==> src/hw/rtl/tgeb_pkg.sv <==
// Shared types and constants for the time-gap event builder.
package tgeb_pkg;

   // Detector geometry
   localparam int WORDS_PER_DETECTOR = 4;
   localparam int LABR_COUNT  = 32;
   localparam int DE_COUNT    = 64;
   localparam int E_COUNT     = 8;
   localparam int GUARD_COUNT = 8;
   localparam int PPAC_COUNT  = 4;

   // Counter layout: one counter per detector plus one for rf
   localparam int OFS_LABR  = 0;
   localparam int OFS_DE    = OFS_LABR + LABR_COUNT;
   localparam int OFS_E     = OFS_DE + DE_COUNT;
   localparam int OFS_GUARD = OFS_E + E_COUNT;
   localparam int OFS_PPAC  = OFS_GUARD + GUARD_COUNT;
   localparam int OFS_RF    = OFS_PPAC + PPAC_COUNT;
   localparam int TOTAL_COUNTERS = OFS_RF + 1;

   localparam int IDX_W = $clog2(TOTAL_COUNTERS);
   localparam int CNT_W = $clog2(WORDS_PER_DETECTOR + 1);

   // Field widths
   localparam int TS_W    = 48;
   localparam int GAP_W   = 16;
   localparam int LEN_W   = 16;
   localparam int TYPE_W  = 3;
   localparam int NUM_W   = 8;
   localparam int OUT_W   = 3;
   localparam int SLOT_W  = 4;

   localparam logic [GAP_W-1:0] GAP_RESET = GAP_W'(100);
   localparam logic [LEN_W-1:0] LEN_MAX   = '1;

   // Detector types
   localparam logic [TYPE_W-1:0] TYPE_LABR  = 3'd0;
   localparam logic [TYPE_W-1:0] TYPE_DE    = 3'd1;
   localparam logic [TYPE_W-1:0] TYPE_E     = 3'd2;
   localparam logic [TYPE_W-1:0] TYPE_GUARD = 3'd3;
   localparam logic [TYPE_W-1:0] TYPE_PPAC  = 3'd4;
   localparam logic [TYPE_W-1:0] TYPE_RF    = 3'd5;

   // Result outcome codes
   localparam logic [OUT_W-1:0] OUTCOME_STORED = 3'd0;
   localparam logic [OUT_W-1:0] OUTCOME_RANGE  = 3'd1;
   localparam logic [OUT_W-1:0] OUTCOME_FULL   = 3'd2;
   localparam logic [OUT_W-1:0] OUTCOME_IGNORE = 3'd3;
   localparam logic [OUT_W-1:0] OUTCOME_FLUSH  = 3'd4;

   // Word classification done at input
   typedef enum logic [1:0] {
      KIND_COUNT,
      KIND_RANGE,
      KIND_IGNORE
   } kind_type;

   // Counter store update from the compute stage
   typedef struct packed {
      logic             en;     // write count at idx
      logic             clr;    // new event: invalidate all counters
      logic [IDX_W-1:0] idx;
      logic [CNT_W-1:0] count;
   } fill_wr_type;

endpackage

==> src/hw/rtl/tgeb_fill_store.sv <==
// Per-detector fill counters: memory with valid bits and write bypass.
module tgeb_fill_store (
   input  logic                         clock,
   input  logic                         reset,
   input  logic                         rd_en,
   input  logic [tgeb_pkg::IDX_W-1:0]   rd_idx,
   input  logic [tgeb_pkg::IDX_W-1:0]   lk_idx,
   output logic [tgeb_pkg::CNT_W-1:0]   lk_count,
   input  tgeb_pkg::fill_wr_type        wr
);

   logic [tgeb_pkg::CNT_W-1:0] mem_ff [tgeb_pkg::TOTAL_COUNTERS];
   logic [tgeb_pkg::CNT_W-1:0] rd_data_ff;

   logic [tgeb_pkg::TOTAL_COUNTERS-1:0] valid_ff, valid_in;

   logic                       byp_vld_ff;
   logic [tgeb_pkg::IDX_W-1:0] byp_idx_ff;
   logic [tgeb_pkg::CNT_W-1:0] byp_cnt_ff;

   // Counter memory, registered read
   always_ff @(posedge clock) begin
      if (wr.en) begin
         mem_ff[wr.idx] <= wr.count;
      end
      if (rd_en) begin
         rd_data_ff <= mem_ff[rd_idx];
      end
   end

   // Valid bits: cleared at reset and at every event start
   always_comb begin
      valid_in = wr.clr ? '0 : valid_ff;
      if (wr.en) begin
         valid_in[wr.idx] = 1'b1;
      end
   end

   always_ff @(posedge clock) begin
      if (reset) begin
         valid_ff <= '0;
      end else begin
         valid_ff <= valid_in;
      end
   end

   // Last write, covers a read issued on the same edge as the write
   always_ff @(posedge clock) begin
      if (reset) begin
         byp_vld_ff <= 1'b0;
      end else if (wr.en) begin
         byp_vld_ff <= 1'b1;
      end
   end

   always_ff @(posedge clock) begin
      if (wr.en) begin
         byp_idx_ff <= wr.idx;
         byp_cnt_ff <= wr.count;
      end
   end

   // Current count; an invalid entry reads as zero
   always_comb begin
      if (!valid_ff[lk_idx]) begin
         lk_count = '0;
      end else if (byp_vld_ff && (byp_idx_ff == lk_idx)) begin
         lk_count = byp_cnt_ff;
      end else begin
         lk_count = rd_data_ff;
      end
   end

endmodule

==> src/hw/rtl/time_gap_event_builder_top.sv <==
// Time-gap event builder: groups timestamped detector words into events.
// A result passes the input register, then the result register, before it is valid;
// a full result register that is not being read holds the word in the input register.
// Throughput: one item per cycle while rsp_ready is held; the counter memory read is issued
// at input and a one-entry write bypass lets back-to-back words hit the same detector.
// Reset (synchronous): no event open, counters invalid, gap register 100.
module time_gap_event_builder_top (
   input  logic                          clock,
   input  logic                          reset,
   // configuration
   input  logic                          csr_wr_en,
   input  logic [tgeb_pkg::GAP_W-1:0]    csr_wr_data,
   // request channel
   input  logic                          req_valid,
   output logic                          req_ready,
   input  logic                          req_mode,
   input  logic                          req_first_of_buffer,
   input  logic [tgeb_pkg::TS_W-1:0]     req_timestamp,
   input  logic [tgeb_pkg::TYPE_W-1:0]   req_det_type,
   input  logic [tgeb_pkg::NUM_W-1:0]    req_det_number,
   // response channel
   output logic                          rsp_valid,
   input  logic                          rsp_ready,
   output logic                          rsp_starts_event,
   output logic                          rsp_closed_valid,
   output logic [tgeb_pkg::LEN_W-1:0]    rsp_closed_length,
   output logic [tgeb_pkg::OUT_W-1:0]    rsp_outcome,
   output logic [tgeb_pkg::SLOT_W-1:0]   rsp_slot_index
);

   // Configuration
   logic [tgeb_pkg::GAP_W-1:0] gap_ff;

   always_ff @(posedge clock) begin
      if (reset) begin
         gap_ff <= tgeb_pkg::GAP_RESET;
      end else if (csr_wr_en) begin
         gap_ff <= csr_wr_data;
      end
   end

   // Handshake control
   logic req_xfer, s1_adv;
   logic s1_valid_ff;
   logic rsp_valid_ff;

   assign s1_adv    = s1_valid_ff && (!rsp_valid_ff || rsp_ready);
   assign req_ready = !s1_valid_ff || s1_adv;
   assign req_xfer  = req_valid && req_ready;

   // Input classification: counter index and word kind
   tgeb_pkg::kind_type         s0_kind;
   logic [tgeb_pkg::IDX_W-1:0] s0_idx;

   always_comb begin
      s0_kind = tgeb_pkg::KIND_COUNT;
      s0_idx  = '0;
      unique case (req_det_type)
         tgeb_pkg::TYPE_LABR: begin
            s0_idx = tgeb_pkg::IDX_W'(tgeb_pkg::OFS_LABR + int'(req_det_number));
            if (int'(req_det_number) >= tgeb_pkg::LABR_COUNT) s0_kind = tgeb_pkg::KIND_RANGE;
         end
         tgeb_pkg::TYPE_DE: begin
            s0_idx = tgeb_pkg::IDX_W'(tgeb_pkg::OFS_DE + int'(req_det_number));
            if (int'(req_det_number) >= tgeb_pkg::DE_COUNT) s0_kind = tgeb_pkg::KIND_RANGE;
         end
         tgeb_pkg::TYPE_E: begin
            s0_idx = tgeb_pkg::IDX_W'(tgeb_pkg::OFS_E + int'(req_det_number));
            if (int'(req_det_number) >= tgeb_pkg::E_COUNT) s0_kind = tgeb_pkg::KIND_RANGE;
         end
         tgeb_pkg::TYPE_GUARD: begin
            s0_idx = tgeb_pkg::IDX_W'(tgeb_pkg::OFS_GUARD + int'(req_det_number));
            if (int'(req_det_number) >= tgeb_pkg::GUARD_COUNT) s0_kind = tgeb_pkg::KIND_RANGE;
         end
         tgeb_pkg::TYPE_PPAC: begin
            s0_idx = tgeb_pkg::IDX_W'(tgeb_pkg::OFS_PPAC + int'(req_det_number));
            if (int'(req_det_number) >= tgeb_pkg::PPAC_COUNT) s0_kind = tgeb_pkg::KIND_RANGE;
         end
         // rf has a single counter, number ignored
         tgeb_pkg::TYPE_RF: begin
            s0_idx = tgeb_pkg::IDX_W'(tgeb_pkg::OFS_RF);
         end
         default: begin
            s0_kind = tgeb_pkg::KIND_IGNORE;
         end
      endcase
   end

   // Input register
   logic                       s1_mode_ff, s1_first_ff;
   logic [tgeb_pkg::TS_W-1:0]  s1_ts_ff;
   tgeb_pkg::kind_type         s1_kind_ff;
   logic [tgeb_pkg::IDX_W-1:0] s1_idx_ff;

   always_ff @(posedge clock) begin
      if (reset) begin
         s1_valid_ff <= 1'b0;
      end else if (req_ready) begin
         s1_valid_ff <= req_valid;
      end
   end

   always_ff @(posedge clock) begin
      if (req_xfer) begin
         s1_mode_ff  <= req_mode;
         s1_first_ff <= req_first_of_buffer;
         s1_ts_ff    <= req_timestamp;
         s1_kind_ff  <= s0_kind;
         s1_idx_ff   <= s0_idx;
      end
   end

   // Fill counters
   logic [tgeb_pkg::CNT_W-1:0] cnt_cur;
   tgeb_pkg::fill_wr_type      fill_wr;

   tgeb_fill_store u_fill_store (
      .clock    (clock),
      .reset    (reset),
      .rd_en    (req_xfer),
      .rd_idx   (s0_idx),
      .lk_idx   (s1_idx_ff),
      .lk_count (cnt_cur),
      .wr       (fill_wr)
   );

   // Event state
   logic [tgeb_pkg::TS_W-1:0]  prev_ts_ff, prev_ts_in;
   logic                       open_ff, open_in;
   logic [tgeb_pkg::LEN_W-1:0] len_ff, len_in;

   // Gap decision: exact difference, a negative one never counts as a gap
   logic [tgeb_pkg::TS_W:0]    ts_diff;
   logic                       gap_hit, starts, closes, full;
   logic [tgeb_pkg::CNT_W-1:0] cnt_eff;
   logic [tgeb_pkg::OUT_W-1:0] outcome;

   assign ts_diff = {1'b0, s1_ts_ff} - {1'b0, prev_ts_ff};
   assign gap_hit = !ts_diff[tgeb_pkg::TS_W] &&
                    (ts_diff[tgeb_pkg::TS_W-1:0] > tgeb_pkg::TS_W'(gap_ff));
   assign starts  = !s1_mode_ff && (s1_first_ff || !open_ff || gap_hit);
   assign closes  = open_ff && (s1_mode_ff || starts);
   assign cnt_eff = starts ? '0 : cnt_cur;
   assign full    = cnt_eff >= tgeb_pkg::CNT_W'(tgeb_pkg::WORDS_PER_DETECTOR);

   // Outcome
   always_comb begin
      priority if (s1_mode_ff) begin
         outcome = tgeb_pkg::OUTCOME_FLUSH;
      end else if (s1_kind_ff == tgeb_pkg::KIND_IGNORE) begin
         outcome = tgeb_pkg::OUTCOME_IGNORE;
      end else if (s1_kind_ff == tgeb_pkg::KIND_RANGE) begin
         outcome = tgeb_pkg::OUTCOME_RANGE;
      end else if (full) begin
         outcome = tgeb_pkg::OUTCOME_FULL;
      end else begin
         outcome = tgeb_pkg::OUTCOME_STORED;
      end
   end

   // Counter update
   always_comb begin
      fill_wr.en    = s1_adv && (outcome == tgeb_pkg::OUTCOME_STORED);
      fill_wr.clr   = s1_adv && starts;
      fill_wr.idx   = s1_idx_ff;
      fill_wr.count = cnt_eff + 1'b1;
   end

   // Next event state
   always_comb begin
      prev_ts_in = prev_ts_ff;
      open_in    = open_ff;
      len_in     = len_ff;
      if (s1_mode_ff) begin
         open_in = 1'b0;
         len_in  = '0;
      end else begin
         prev_ts_in = s1_ts_ff;
         open_in    = 1'b1;
         if (starts) begin
            len_in = tgeb_pkg::LEN_W'(1);
         end else if (len_ff != tgeb_pkg::LEN_MAX) begin
            len_in = len_ff + 1'b1;
         end
      end
   end

   always_ff @(posedge clock) begin
      if (reset) begin
         prev_ts_ff <= '0;
         open_ff    <= 1'b0;
         len_ff     <= '0;
      end else if (s1_adv) begin
         prev_ts_ff <= prev_ts_in;
         open_ff    <= open_in;
         len_ff     <= len_in;
      end
   end

   // Result register
   logic                          rsp_starts_ff, rsp_closed_ff;
   logic [tgeb_pkg::LEN_W-1:0]    rsp_len_ff;
   logic [tgeb_pkg::OUT_W-1:0]    rsp_outcome_ff;
   logic [tgeb_pkg::SLOT_W-1:0]   rsp_slot_ff;

   always_ff @(posedge clock) begin
      if (reset) begin
         rsp_valid_ff <= 1'b0;
      end else if (s1_adv) begin
         rsp_valid_ff <= 1'b1;
      end else if (rsp_ready) begin
         rsp_valid_ff <= 1'b0;
      end
   end

   always_ff @(posedge clock) begin
      if (s1_adv) begin
         rsp_starts_ff  <= starts;
         rsp_closed_ff  <= closes;
         rsp_len_ff     <= closes ? len_ff : '0;
         rsp_outcome_ff <= outcome;
         rsp_slot_ff    <= (outcome == tgeb_pkg::OUTCOME_STORED) ?
                           tgeb_pkg::SLOT_W'(cnt_eff) : '0;
      end
   end

   assign rsp_valid         = rsp_valid_ff;
   assign rsp_starts_event  = rsp_starts_ff;
   assign rsp_closed_valid  = rsp_closed_ff;
   assign rsp_closed_length = rsp_len_ff;
   assign rsp_outcome       = rsp_outcome_ff;
   assign rsp_slot_index    = rsp_slot_ff;

   // Checks
   a_slot_only_stored: assert property (@(posedge clock) disable iff (reset)
      rsp_valid && (rsp_outcome != tgeb_pkg::OUTCOME_STORED) |-> rsp_slot_index == '0)
      else $error("slot index set on a word that was not stored");

   a_slot_below_depth: assert property (@(posedge clock) disable iff (reset)
      rsp_valid && (rsp_outcome == tgeb_pkg::OUTCOME_STORED) |->
      (int'(rsp_slot_index) < tgeb_pkg::WORDS_PER_DETECTOR))
      else $error("slot index beyond detector depth");

   a_len_only_closed: assert property (@(posedge clock) disable iff (reset)
      rsp_valid && !rsp_closed_valid |-> rsp_closed_length == '0)
      else $error("closed length reported without a closed event");

   a_flush_closes: assert property (@(posedge clock) disable iff (reset)
      s1_adv && s1_mode_ff |=> !open_ff && (len_ff == '0))
      else $error("event still open after flush");

   a_start_opens: assert property (@(posedge clock) disable iff (reset)
      s1_adv && starts |=> open_ff && (len_ff == tgeb_pkg::LEN_W'(1)))
      else $error("event start did not open a one-word event");

endmodule

==> config.mk <==
export PLATFORM = sky130hd
export DESIGN_NAME = time_gap_event_builder_top
export DESIGN_NICKNAME = d
export VERILOG_FILES = /design/src/hw/rtl/tgeb_pkg.sv /design/src/hw/rtl/tgeb_fill_store.sv /design/src/hw/rtl/time_gap_event_builder_top.sv
export SDC_FILE = /design/constraint.sdc
export NUM_CORES = 1
export LEC_CHECK = 0
export ABC_AREA = 0
export BUFFER_PORTS_ARGS = -buffer_cell sky130_fd_sc_hd__clkbuf_2
export CELL_PAD_IN_SITES_DETAIL_PLACEMENT = 1
export CELL_PAD_IN_SITES_GLOBAL_PLACEMENT = 1
export CORE_AREA = 2 2 250 252
export DETAILED_ROUTE_END_ITERATION = 10
export DIE_AREA = 0 0 252 254
export GPL_TIMING_DRIVEN = 0
export PLACE_DENSITY_LB_ADDON = 0.1
export SLEW_MARGIN = 20
export SYNTH_ARGS = -nofsm -noshare
export SYNTH_HDL_FRONTEND = slang
export SYNTH_SLANG_ARGS = --single-unit
==> constraint.sdc <==
create_clock -name clock -period 9.4 [get_ports clock]
set_clock_uncertainty 0.05 [all_clocks]
set_input_delay 0.47 -clock clock [delete_from_list [all_inputs] [get_ports clock]]
set_output_delay 0.47 -clock clock [all_outputs]
set_load 0.05 [all_outputs]
Word-level counts from Yosys, hierarchy flattened
Memories as Yosys holds them, arrays and structs flattened. A register that Yosys moved wholly into a read port is not among the register bits. Cells that the tools add are included.

Add/subtract/negate cells: 7. Magnitude comparators: 8. Equality and inequality tests: 9. Mux-type cells: 27. Bitwise gates (word level): 2. Reduce and logical (&&, ||, !) cells: 26.

Operator list (number): $mux 117 (2); $or 117x117->117 (1); $sub 48x48->49 (1); $gt 48x16->1 (1); $mux 16 (3); $pmux 7 s6 (1); $add 7x7->7 const A (3); $add 16x1->16 const B (1); $ne 16x16->1 const B (1); $mux 3 (4); $mux 1 (11); $pmux 2 s5 (1); $logic_and 1x1->1 (9); $ge 8x3->1 const B (1); $ge 8x4->1 const B (1); $ge 8x6->1 const B (1); $ge 8x7->1 const B (1); $lt 7x8->1 const B (1); $add 6x7->7 const A (1); $bmux 1 s7 (1); $demux 1 s7 (1); $eq 7x7->1 (1); $ge 7x1->1 const B (1); $eq 3x2->1 const B (2); other kinds (15) (28).

Register bits: 295. RAM bits: 351. Memories kept: 1.

Memory list: u_fill_store.mem_ff (words 117, bits a word 3, read ports 1, clocked after memory_dff 1, write ports 1, line tgeb_fill_store.sv:12) `logic [tgeb_pkg::CNT_W-1:0] mem_ff [tgeb_pkg::TOTAL_COUNTERS];`.

Longest topological paths before layout
Depth after elaboration: 15. Depth in mapped cells: 24.

By module
Synthesis repeated with hierarchy kept, for this count alone.

Cell total of the unflattened synthesis: 2504. Area, all modules: 29771.1 um^2.

Modules (own cells, without submodules): tgeb_fill_store (instances 1, cells an instance 1304, area each 19501.2 um^2, sequential area each 13292.7 um^2); time_gap_event_builder_top (instances 1, cells an instance 1200, area each 10269.8 um^2, sequential area each 4154.0 um^2).

Worst setup path before layout
No wires, ideal clock.

Kind: register -> register. Start: register s1_ts_ff[10] (netlist bit). End: register u_fill_store.byp_cnt_ff[2] (netlist bit) (data pin). Library setup time: 875 ps. Data arrival time: 7687 ps. Data required time: 8475 ps. Path slack: 789 ps. Stages on the path, launching flop included: 21. Path buffers: 1. Clock period less this slack: 8611 ps. Cells stage by stage: edfxtp_1 > ha_1 > clkbuf_1 > nand2_1 > nor4_1 > o21ai_0 > and2_1 > o21ai_0 > xor2_1 > ha_1 > nand4_1 > a21oi_1 > a2111oi_0 > a32oi_1 > or4_1 > nor4_1 > and4_1 > nand3_2 > a21oi_1 > o211ai_1 > xnor2_1.

RTL lines: start, declared (line time_gap_event_builder_top.sv:91) `logic [tgeb_pkg::TS_W-1:0] s1_ts_ff;`; start signal, assigned (line time_gap_event_builder_top.sv:107) `s1_ts_ff <= req_timestamp;`; end signal, assigned (line tgeb_fill_store.sv:59) `byp_cnt_ff <= wr.count;`; end, declared (line tgeb_fill_store.sv:19) `logic [tgeb_pkg::CNT_W-1:0] byp_cnt_ff;`.

==> impl_metrics.csv <==
group,metric,value,unit
timing,max-slew-margin-rel,0.112,
yosys,ys_async_sr_fraction,0,
final_layout,nets,3178,
timing,hold_viol_final,0,
grt,antenna_found_initial,1,
power_and_ir_drop,p_switching,1.88,mW
placed_design,gp_congestion,0.999,
floorplan,dieArea,64000,um^2
yosys,yosysWarnings,0,
clock_tree,cts_root_buf,"clkbuf_16",
setup_path,max_stage_delay,0.69,ns
placed_design,dp_hpwl,75000,um
yosys,synth_area_per_cell,11.0,um^2
detailed_routing,drt_iter0_markers,2417,
detailed_routing,firstDrtPassIters,5,
floorplan,io_pins,109,
yosys,ys_types,82,
power_and_ir_drop,p_int,4.92,mW
yosys,netlist_area,30400,um^2
floorplan,fp.dieH,254,um
power_and_ir_drop,p_comb_frac,0.132,
setup_path,end_kind,"flip-flop",
clock_tree,clk_path_buf_depth,3,
grt,globalRouteOverflowTotal,0,
power_and_ir_drop,finalPower,6.80,mW
floorplan,core_area,61300,um^2
setup_path,reg2regPathDepth,26,
setup_path,cp_common_cell,"o21ai_0",
clock_tree,htreeDepth,3,
yosys,synth_area_leaders,"edfxtp_1 44%, dfxtp_1 13%, nand2_1 4.8%",
final_layout,area_delta_synth_final,15.3,%
worst_hold_path,hold_path_depth,3,
clock_tree,cts_buffers,72,
grt,grt_pass1_vias,26231,
power_and_ir_drop,p_leak,11.5,nW
power_and_ir_drop,p_clk_frac,0.405,
worst_hold_path,hold_class,"primary input to flip-flop",
outcome,status,"completed",
timing,finalSetupViolations,0,
yosys,synth_area_leader_cell,"edfxtp_1",
detailed_routing,viasPerCell,6.53,
setup_path,worst-path-max-fanout,16,
setup_path,worstPathRequired,9.84,ns
timing,final_max_slew_viol_count,0,
detailed_routing,routedWlPerCell,28.0,um
final_layout,post-route-util,0.573,
timing,period_needed,7.89,ns
job,cap_violations,0,
yosys,ys_seq_area_frac,0.573,
yosys,ys_seq_elements,648,
clock_tree,cts_tree,"built",
timing,timing.fmax,127,MHz
setup_path,critical_path.slowest_cell,"a21oi_1",
floorplan,die_w,252,um
setup_path,worstPathArrival,8.33,ns
timing,worstMarginPinSlew,1.33,ns
final_layout,final_cell_mix,"447 x edfxtp_1, 392 x nand2_1, 201 x dfxtp_1, 186 x a21oi_1, 175 x clkbuf_1",
detailed_routing,vias,25287,
setup_path,path_class,"flip-flop to flip-flop",
clock_tree,clkSinkCount,648,
floorplan,start_util,0.497,
yosys,synth_top_area_frac,0.441,
power_and_ir_drop,p_per_area,194,nW/um^2
yosys,yosys_most_used_dff,"edfxtp_1",
final_layout,diodes,0,
final_layout,layout_commonest_cell,"edfxtp_1",
grt,grt_max_degree,66,
setup_path,start_kind,"flip-flop",
clock_tree,clk_pin_slew_worst_paths,0.06,ns
timing,holdWs,0.0274,ns
power_and_ir_drop,swShare,0.276,
timing,timing.final.crit_share,0.840,
detailed_routing,drt_wl_total,108000,um
placed_design,port_buffers,105,
grt,grt_pass1_wl,161000,um
yosys,synth-edff-count,447,
power_and_ir_drop,pwr-share-seq,0.463,
final_layout,drive_above_1_share,0.109,
clock_tree,cts-resized-gates,0,
clock_tree,clk_latency,0.65,ns
grt,grt.total_usage,0.335,
floorplan,rows,91,
detailed_routing,drtAntennaViolNets,0,
yosys,synthesis.nets,2934,
detailed_routing,post-route-drc-count,0,
yosys,syn_inst,2778,
power_and_ir_drop,peakVddDrop,0.159,mV
timing,rsz0062_at_grt,"no",
## registers in the layout (all words and copies together) (netlist names), 7 cells and up
| name | flops |
|---|---|
| u_fill_store.mem_ff | 351 |
| u_fill_store.valid_ff | 117 |
| prev_ts_ff | 48 |
| s1_ts_ff | 48 |
| gap_ff | 16 |
| len_ff | 16 |
| rsp_closed_length | 16 |
| s1_idx_ff | 7 |
| u_fill_store.byp_idx_ff | 7 |
## power groups by stage
stage / logic, mW / clock network [mW] / registers [mW]
global placement: 0.805 / 0 / 3.23
finish: 0.899 / 2.75 / 3.15
CTS: 0.878 / 2.77 / 3.15
detailed placement: 0.854 / 0 / 3.21
global route: 0.954 / 2.87 / 3.15
floorplan: 0.489 / 0 / 3.23
## kinds of logic (layout without fill, tap and decap cells)
| logic type | after synthesis | in the layout | share of synthesized area |
|---|---|---|---|
| compound gates | 738 | 738 | 0.170 |
| xor+xnor | 35 | 35 | 0.0101 |
| fa+ha+maj | 75 | 75 | 0.0310 |
| buf+inv | 316 | 618 | 0.0418 |
| flops | 648 | 648 | 0.573 |
| mux | 105 | 105 | 0.0455 |
| other cells | 1 | 1 | 0.000123 |
| simple gates | 860 | 860 | 0.129 |
## what timing repair did
action                    4_1_cts  5_1_grt
hold endpoints to repair       50        0
buffers inserted                0        0
hold buffers                   50        0
## worst paths after layout
| path | slack (ns) | startpoint | end |
|---|---|---|---|
| max | 1.51 | s1_ts_ff[10] | u_fill_store.mem_ff[60][2] |
| min | 0.03 | csr_wr_data[5] | gap_ff[5] |
| max reg2reg | 1.51 | s1_ts_ff[10] | u_fill_store.mem_ff[60][2] |
| min reg2reg | 0.40 | s1_idx_ff[4] | u_fill_store.byp_idx_ff[4] |
## per-stage QoR
stage               setup TNS, ns  setup WS (ns)  cells  area [um^2]
finish                          0           1.51   3870        35100
global route                    0           1.00   3870        35100
CTS                             0           1.55   3870        35100
detailed placement              0           1.63   3688        32300
global placement          -684.41          -5.22   3673        32000
floorplan                       0          0.789   2778        30400
## cell usage after synthesis, types with 15 or more instances
cell / count
nand4_1: 30
a32o_1: 118
and3_1: 31
nand3_1: 42
o221ai_1: 50
nor4_1: 18
nor2_1: 114
nand2_1: 392
nor3_1: 149
and2_1: 24
inv_1: 91
edfxtp_1: 447
mux2i_1: 73
buf_1: 15
o211ai_1: 43
clkbuf_1: 167
buf_2: 32
dfxtp_1: 201
nand2b_1: 17
o21ai_0: 129
mux4_2: 26
a21oi_1: 186
a211oi_1: 46
xnor2_1: 27
o22ai_1: 44
ha_1: 73
## routing by layer
layer  part of all wire  GRT usage  wire length [um]  vias up
met5           0.000065          0                 7        -
met4              0.051      0.168              5480        2
met3              0.076     0.0552              8210      312
met2               0.48      0.557             51400     1258
met1               0.40      0.426             43100    12668
li1                   -          -                 -    11047
## layout make-up
cell class              instances  area (um^2)
well taps                     790          988
fillers                      6464        26200
inverters                      94          353
repair buffers                170         1250
plain buffers                 222          926
clock inverters                45          409
clock buffers                  87         1890
multi-input cells            1814        11800
flip-flops and latches        648        17400
## critical path, delay by kind of cell (launching register included)
kind / cells / cell delay [ns]
flip-flops: 1 / 0.40
AO/OA/AOI/OAI: 7 / 2.35
adder cells (fa/ha/maj): 3 / 0.74
buffers and inverters: 5 / 1.06
AND/OR/NAND/NOR: 9 / 2.81
XOR/XNOR: 2 / 0.30
Note: power is estimated with default switching activity, not from simulation.
